**config.mk**
```make
export PLATFORM = sky130hd
export DESIGN_NAME = midpoint_circle_rasterizer
export DESIGN_NICKNAME = d
export VERILOG_FILES = /design/src/rtl/mcr_pkg.sv /design/src/rtl/mcr_front.sv /design/src/rtl/mcr_back.sv /design/src/rtl/midpoint_circle_rasterizer.sv
export SDC_FILE = /design/constraint.sdc
export NUM_CORES = 1
export LEC_CHECK = 0
export BUFFER_PORTS_ARGS = -buffer_cell sky130_fd_sc_hd__buf_2
export CAP_MARGIN = 10
export CORE_MARGIN = 1
export CORE_UTILIZATION = 62
export CTS_BUF_LIST = sky130_fd_sc_hd__clkbuf_8
export CTS_CLUSTER_SIZE = 8
export DETAILED_ROUTE_END_ITERATION = 8
export GPL_TIMING_DRIVEN = 1
export PLACE_DENSITY = 0.84
export SLEW_MARGIN = 0
export SYNTH_ARGS = -nofsm -noshare
export SYNTH_HDL_FRONTEND = slang
export SYNTH_SLANG_ARGS = --single-unit
export TNS_END_PERCENT = 100
```
**constraint.sdc**
```tcl
create_clock -name clk_i -period 8.9 [get_ports clk_i]
set_input_delay 0.89 -clock clk_i [delete_from_list [all_inputs] [get_ports clk_i]]
set_output_delay 0.89 -clock clk_i [all_outputs]
set_load 0.05 [all_outputs]
```
**src/rtl/mcr_pkg.sv**
```systemverilog
// Shared types and constants for the midpoint circle rasterizer.
// No dependencies; imported by mcr_front, mcr_back and the top level.
package mcr_pkg;

  localparam int unsigned CoordW    = 16;
  localparam int unsigned RadW      = 7;
  localparam int unsigned InTdataW  = 40;   // 16 + 16 + 7, padded to whole bytes
  localparam int unsigned OutTdataW = 128;  // eight 16-bit coordinates

  // Command queue between front and back
  localparam int unsigned QDepth = 2;
  localparam int unsigned QPtrW  = 1;
  localparam int unsigned QCntW  = 2;

  typedef struct packed {
    logic [RadW-1:0]          radius;    // already saturated
    logic signed [CoordW-1:0] center_y;
    logic signed [CoordW-1:0] center_x;
  } cmd_t;

endpackage

```
**src/rtl/mcr_front.sv**
```systemverilog
// Request front end: accepts circle requests, saturates the radius and
// holds them in a two-entry command queue. Depends on mcr_pkg.
module mcr_front #(
  parameter int unsigned MAX_RADIUS = 64
) (
  input  logic                          clk_i,
  input  logic                          rst_ni,
  input  logic                          s_axis_tvalid,
  output logic                          s_axis_tready,
  input  logic [mcr_pkg::InTdataW-1:0]  s_axis_tdata,
  output logic                          cmd_valid_o,
  output mcr_pkg::cmd_t                 cmd_o,
  input  logic                          cmd_ready_i
);
  import mcr_pkg::*;

  localparam logic [RadW-1:0] MaxRad = RadW'(MAX_RADIUS);

  cmd_t             mem_q [QDepth];
  cmd_t             wr_cmd;
  logic [QPtrW-1:0] wr_ptr_q, wr_ptr_d;
  logic [QPtrW-1:0] rd_ptr_q, rd_ptr_d;
  logic [QCntW-1:0] cnt_q, cnt_d;
  logic             push, pop;
  logic [RadW-1:0]  rad_in;

  assign rad_in = s_axis_tdata[2*CoordW +: RadW];

  // Clamp the radius on the way in
  always_comb begin
    wr_cmd.center_x = s_axis_tdata[CoordW-1:0];
    wr_cmd.center_y = s_axis_tdata[2*CoordW-1:CoordW];
    wr_cmd.radius   = (rad_in > MaxRad) ? MaxRad : rad_in;
  end

  assign s_axis_tready = (cnt_q != QCntW'(QDepth));
  assign cmd_valid_o   = (cnt_q != '0);
  assign cmd_o         = mem_q[rd_ptr_q];
  assign push          = s_axis_tvalid && s_axis_tready;
  assign pop           = cmd_valid_o && cmd_ready_i;

  always_comb begin
    wr_ptr_d = push ? wr_ptr_q + QPtrW'(1) : wr_ptr_q;
    rd_ptr_d = pop ? rd_ptr_q + QPtrW'(1) : rd_ptr_q;
    cnt_d    = cnt_q;
    if (push && !pop) begin
      cnt_d = cnt_q + QCntW'(1);
    end else if (pop && !push) begin
      cnt_d = cnt_q - QCntW'(1);
    end
  end

  always_ff @(posedge clk_i or negedge rst_ni) begin
    if (!rst_ni) begin
      wr_ptr_q <= '0;
      rd_ptr_q <= '0;
      cnt_q    <= '0;
    end else begin
      wr_ptr_q <= wr_ptr_d;
      rd_ptr_q <= rd_ptr_d;
      cnt_q    <= cnt_d;
    end
  end

  always_ff @(posedge clk_i) begin
    if (push) begin
      mem_q[wr_ptr_q] <= wr_cmd;
    end
  end

endmodule

```
**src/rtl/mcr_back.sv**
```systemverilog
// Step engine: runs the midpoint circle recurrence for one command at a time
// and drives the registered result word. Depends on mcr_pkg.
module mcr_back #(
  parameter int unsigned MAX_RADIUS = 64
) (
  input  logic                           clk_i,
  input  logic                           rst_ni,
  input  logic                           cmd_valid_i,
  input  mcr_pkg::cmd_t                  cmd_i,
  output logic                           cmd_ready_o,
  output logic                           m_axis_tvalid,
  input  logic                           m_axis_tready,
  output logic [mcr_pkg::OutTdataW-1:0]  m_axis_tdata,
  output logic                           m_axis_tlast
);
  import mcr_pkg::*;

  localparam int unsigned XW = $clog2(MAX_RADIUS + 1);
  localparam int unsigned CW = XW + 1;   // x and y, signed (y may dip below zero)
  localparam int unsigned DW = XW + 5;   // decision term

  localparam logic signed [CW-1:0] OneC  = CW'(1);
  localparam logic signed [DW-1:0] Three = DW'(3);
  localparam logic signed [DW-1:0] Six   = DW'(6);
  localparam logic signed [DW-1:0] Ten   = DW'(10);

  logic                     busy_q, busy_d;
  logic signed [CW-1:0]     x_q, x_d, y_q, y_d, x_n, y_n;
  logic signed [DW-1:0]     d_q, d_d, d_n, xd, yd, rd;
  logic signed [CoordW-1:0] cx_q, cy_q;
  logic signed [CoordW-1:0] xe, ye;
  logic                     step, last, load;
  logic                     ovalid_q, ovalid_d;
  logic [OutTdataW-1:0]     odata_q, odata_d;
  logic                     olast_q, olast_d;

  assign step = busy_q && (!ovalid_q || m_axis_tready);

  // Advance x, then pick the decision branch
  always_comb begin
    x_n  = x_q + OneC;
    y_n  = d_q[DW-1] ? y_q : y_q - OneC;
    xd   = $signed({{(DW-CW){x_n[CW-1]}}, x_n});
    yd   = $signed({{(DW-CW){y_n[CW-1]}}, y_n});
    d_n  = d_q[DW-1] ? d_q + (xd <<< 2) + Six : d_q + ((xd - yd) <<< 2) + Ten;
    last = (x_n > y_n);
  end

  assign cmd_ready_o = !busy_q || (step && last);
  assign load        = cmd_valid_i && cmd_ready_o;
  assign rd          = $signed({{(DW-XW){1'b0}}, cmd_i.radius[XW-1:0]});

  always_comb begin
    busy_d = busy_q;
    x_d    = x_q;
    y_d    = y_q;
    d_d    = d_q;
    if (load) begin
      busy_d = 1'b1;
      x_d    = '0;
      y_d    = $signed({1'b0, cmd_i.radius[XW-1:0]});
      d_d    = Three - (rd <<< 1);
    end else if (step) begin
      busy_d = !last;
      x_d    = x_n;
      y_d    = y_n;
      d_d    = d_n;
    end
  end

  // Eight octant mirrors of the current point
  assign xe = $signed({{(CoordW-CW){x_q[CW-1]}}, x_q});
  assign ye = $signed({{(CoordW-CW){y_q[CW-1]}}, y_q});

  always_comb begin
    odata_d  = odata_q;
    olast_d  = olast_q;
    ovalid_d = ovalid_q;
    if (step) begin
      odata_d  = {cy_q - xe, cy_q + xe, cx_q - ye, cx_q + ye,
                  cy_q - ye, cy_q + ye, cx_q - xe, cx_q + xe};
      olast_d  = last;
      ovalid_d = 1'b1;
    end else if (m_axis_tready) begin
      ovalid_d = 1'b0;
    end
  end

  always_ff @(posedge clk_i or negedge rst_ni) begin
    if (!rst_ni) begin
      busy_q   <= 1'b0;
      ovalid_q <= 1'b0;
    end else begin
      busy_q   <= busy_d;
      ovalid_q <= ovalid_d;
    end
  end

  always_ff @(posedge clk_i) begin
    x_q     <= x_d;
    y_q     <= y_d;
    d_q     <= d_d;
    odata_q <= odata_d;
    olast_q <= olast_d;
    if (load) begin
      cx_q <= cmd_i.center_x;
      cy_q <= cmd_i.center_y;
    end
  end

  assign m_axis_tvalid = ovalid_q;
  assign m_axis_tdata  = odata_q;
  assign m_axis_tlast  = olast_q;

endmodule

```
**src/rtl/midpoint_circle_rasterizer.sv**
```systemverilog
// Top level of the midpoint circle rasterizer: request front end, command
// queue and step engine. Depends on mcr_pkg, mcr_front and mcr_back.
//
// Usage:
//   Slave channel (s_axis_*): one word per circle request, center and radius.
//   A radius above MAX_RADIUS is clamped to it.
//   Master channel (m_axis_*): one word per octant step, carrying the eight
//   mirrored coordinates of the current point; tlast marks the final step.
//   Startup: with an idle block an accepted request is written to the queue,
//   then loaded into the step registers, and from these the first step word
//   is registered.
//   Throughput: one octant step per cycle while m_axis_tready is high; a circle
//   of radius r takes about r/sqrt(2) + 1 steps, 46 for r = 64. The single
//   shared step unit (x, y and decision term registers) sets this. The next
//   command loads on the cycle of the last step, so back-to-back circles leave
//   no gap. The two-entry command queue keeps taking requests while a circle runs.
//   Reset: queue and engine are empty and no word is valid; s_axis_tready is
//   already high while reset is held, so hold s_axis_tvalid low until release.
//   Stall: while m_axis_tready is low with a word valid, the output word holds
//   and the step engine freezes; once the queue fills, s_axis_tready drops.
module midpoint_circle_rasterizer #(
  parameter int unsigned MAX_RADIUS = 64
) (
  input  logic                          clk_i,
  input  logic                          rst_ni,
  // tdata: center_x [15:0], center_y [31:16], radius [38:32], zero [39]
  input  logic                          s_axis_tvalid,
  output logic                          s_axis_tready,
  input  logic [mcr_pkg::InTdataW-1:0]  s_axis_tdata,
  // tdata: near_right_x, near_left_x, far_down_y, far_up_y, far_right_x,
  //        far_left_x, near_down_y, near_up_y, 16 bits each from bit 0 up
  output logic                          m_axis_tvalid,
  input  logic                          m_axis_tready,
  output logic [mcr_pkg::OutTdataW-1:0] m_axis_tdata,
  output logic                          m_axis_tlast    // last_step
);
  import mcr_pkg::*;

  logic cmd_valid;
  logic cmd_ready;
  cmd_t cmd;

  // Accept, clamp and queue requests
  mcr_front #(
    .MAX_RADIUS (MAX_RADIUS)
  ) u_front (
    .clk_i         (clk_i),
    .rst_ni        (rst_ni),
    .s_axis_tvalid (s_axis_tvalid),
    .s_axis_tready (s_axis_tready),
    .s_axis_tdata  (s_axis_tdata),
    .cmd_valid_o   (cmd_valid),
    .cmd_o         (cmd),
    .cmd_ready_i   (cmd_ready)
  );

  // Step through each circle, one octant word per cycle unless the output stalls
  mcr_back #(
    .MAX_RADIUS (MAX_RADIUS)
  ) u_back (
    .clk_i         (clk_i),
    .rst_ni        (rst_ni),
    .cmd_valid_i   (cmd_valid),
    .cmd_i         (cmd),
    .cmd_ready_o   (cmd_ready),
    .m_axis_tvalid (m_axis_tvalid),
    .m_axis_tready (m_axis_tready),
    .m_axis_tdata  (m_axis_tdata),
    .m_axis_tlast  (m_axis_tlast)
  );

endmodule
```
==> impl_metrics.ini <==
[route]
drt-total-wl_um = 34700
topRoutingLayerUsed = met4
vias = 11123
routedWlPerCell_um = 18.0
met1Wirelength_um = 14900
first_pass_iters = 5
final_antenna_net_count = 0
drc_errors = 0
vias_per_cell = 5.78
drtIter0Drc = 930
route.met2.wl_um = 16000
route.met3.wl_um = 2880

[yosys]
yosys_warnings = 0
syn_nets = 1605
syn_inst = 1387
synth_seq_cells = 268
ys_seq_area_share_pct = 49.5
synth_flop_cell = edfxtp_1
avgSynthCellArea_um2 = 11.5
async_reset_ff_share_pct = 2.24
yosysUniqueCellTypes = 64
synth-edff-count = 253
syn_area_um2 = 16000

[critical_path]
arrival_ps = 5440
required_ps = 9190
reg2reg_depth = 18
crit_path_end_kind = register
r2r-end = u_back.d_q[11]
path_max_fanout = 21
reg2reg_from = u_back.d_q[11]
critPathKind = register to register
start_kind = register
reg2reg_slack_ps = 3750

[sta]
final.setup_skew_ps = 24.2
rsz0062_at_grt = no
finalSetupViolCount = 0
fmax_mhz = 194
period_share_pct = 57.8
relSlewSlack_pct = 26.7
setup_tns_ps = 0
final_max_slew_viol_count = 0
period_minus_slack_ps = 5150
hold_violations = 0
tightestPinTransition_ps = 1100

[clock_tree]
htreeDepth = 2
cts_tree = yes
clk_path_buf_depth = 3
cts.repair.resized = 0
insertion_delay_ps = 580
cts-hold-fix-buffers = 0
clockRootBuffer = clkbuf_8
cts.sinks = 268
postCtsSetupBuffers = 0
cts_buffers = 45
clk_pin_slew_ps = 60

[global_routing]
grt_pass1_wl_um = 53900
antenna_found_initial = 0
grt_max_degree = 67
grt_pass1_vias = 10779
track_usage_pct = 26.2
grt_overflow = 0

[layout]
nNetsFinal = 1782
drive_gt1_share_pct = 17.8
finalNonFillerCells = 1924
area_growth_pct = 12.6
diodes = 0

[placed_design]
placed_cells = 1846
portBuffers = 173
gp_congestion = 0.953
hpwl_um = 25600

[die]
coreArea_um2 = 25300
die_w_um = 163
die-area_um2 = 26500
die_y_um = 163
rows = 58
start_util_pct = 63.4
pin_count = 175

[hold_path]
hold_class = input pin to asynchronous set/reset pin

[job]
drv_cap = 0

[status]
outcome = finished clean
## cell usage after synthesis, types with 8 or more instances
master	number	area, µm²
or3_1	15	93.8
o21ai_0	39	195
ha_1	163	2040
inv_1	117	439
and3_1	14	87.6
o21bai_1	15	113
nand2_1	42	158
nand3_1	15	75.1
nor3_1	37	185
mux2_2	33	372
edfxtp_1	253	7600
nor4_1	17	106
o41ai_1	8	70.1
and2_1	8	50.1
nand2b_1	23	144
nor2_1	117	439
dfxtp_1	9	180
xor2_1	27	236
nor2b_1	31	194
a21o_1	11	82.6
fa_1	11	220
clkbuf_1	30	113
mux2i_1	14	140
a211oi_1	12	90.1
a21oi_1	89	445
xnor2_1	135	1180
o211ai_1	13	97.6
## sequential cells by signal, summed over array words and instances (netlist names)
signal,count
u_back.m_axis_tlast,1
u_back.busy_q,1
u_back.cy_q,16
u_back.d_q,11
u_back.cx_q,16
u_front.rd_ptr_q,1
u_front.mem_q,78
u_front.wr_ptr_q,1
u_back.y_q,8
u_back.x_q,8
u_back.m_axis_tvalid,1
u_front.cnt_q,2
u_back.m_axis_tdata,124
## worst max-delay path by stage
stage	start	end	slack (ps)
5_1_grt	u_back.d_q[11]	u_back.d_q[11]	3390
3_3_place_gp	u_back.d_q[11]	u_back.d_q[11]	3830
4_1_cts	u_back.d_q[11]	u_back.d_q[11]	3810
6_report	u_back.d_q[11]	u_back.d_q[11]	3750
3_5_place_dp	u_back.d_q[11]	u_back.d_q[11]	3820
2_1_floorplan	m_axis_tready	u_back.x_q[7]	4450
## per-stage QoR
stage	util [%]	hold WS, ps	setup WS, ps	cell area [µm²]
after floorplan	-	461	4450	16000
after global placement	67.7	481	3830	17100
after detailed placement	67.7	505	3820	17100
after CTS	71.3	113	3810	18000
after global routing	71.4	125	3390	18000
final	71.4	136	3750	18000
## worst max-delay path: stages, from the launching register on
cell and delay, ps:
edfxtp_1 950, inv_1 310, mux2_2 340, inv_1 60, fa_1 420, inv_1 70
a21oi_1 60, maj3_1 400, o21ai_1 170, maj3_2 240, xnor2_1 140, ha_1 270
ha_1 240, a2111o_1 390, a31o_2 250, a21oi_1 170, xnor2_1 150, xnor2_1 140
a311oi_1 100
## routing by layer
| metal | global-route usage [%] | up-vias |
|---|---|---|
| met5 | 0 | - |
| met4 | 8.33 | 0 |
| met3 | 4.56 | 71 |
| met2 | 42.2 | 459 |
| met1 | 36.3 | 5276 |
| li1 | - | 5317 |
## layout make-up
class | count | area [µm²]
tap | 330 | 413
fill | 1768 | 7230
multi-input combinational | 956 | 7440
inverter | 117 | 442
sequential | 268 | 7930
clock inverter | 30 | 246
timing repair buffer | 176 | 908
clock buffer | 47 | 647
## placed cells by master (no fill, tap or decap), types with 12 or more instances in the layout
master / Yosys / routed
nor4_1: 17 / 17
o21bai_1: 15 / 15
and3_1: 14 / 13
mux2_2: 33 / 33
nand2b_1: 23 / 23
buf_2: 6 / 173
o21ai_0: 39 / 39
nor2b_1: 31 / 31
nand3_1: 15 / 15
nand2_1: 42 / 42
a21oi_1: 89 / 89
xor2_1: 27 / 27
ha_1: 163 / 163
edfxtp_1: 253 / 253
or3_1: 15 / 15
xnor2_1: 135 / 135
inv_1: 117 / 130
o211ai_1: 13 / 13
clkbuf_8: 0 / 47
mux2i_1: 14 / 14
nor3_1: 37 / 37
a211oi_1: 12 / 12
nor2_1: 117 / 116
## cell families (layout without fill, tap and decap cells)
family | after synthesis | after routing | share of synthesized area, %
AO/OA/AOI/OAI | 241 | 241 | 9.62
XOR/XNOR | 164 | 164 | 9.13
adder cells (fa/ha/maj) | 178 | 178 | 14.4
buffers and inverters | 163 | 370 | 4.06
flip-flops | 268 | 268 | 49.5
multiplexers | 47 | 47 | 3.20
AND/OR/NAND/NOR | 326 | 326 | 10.1
Power is left out: the tool's default activity adds up to more than one toggle a clock period on the data nets, which glitch-free logic cannot reach.
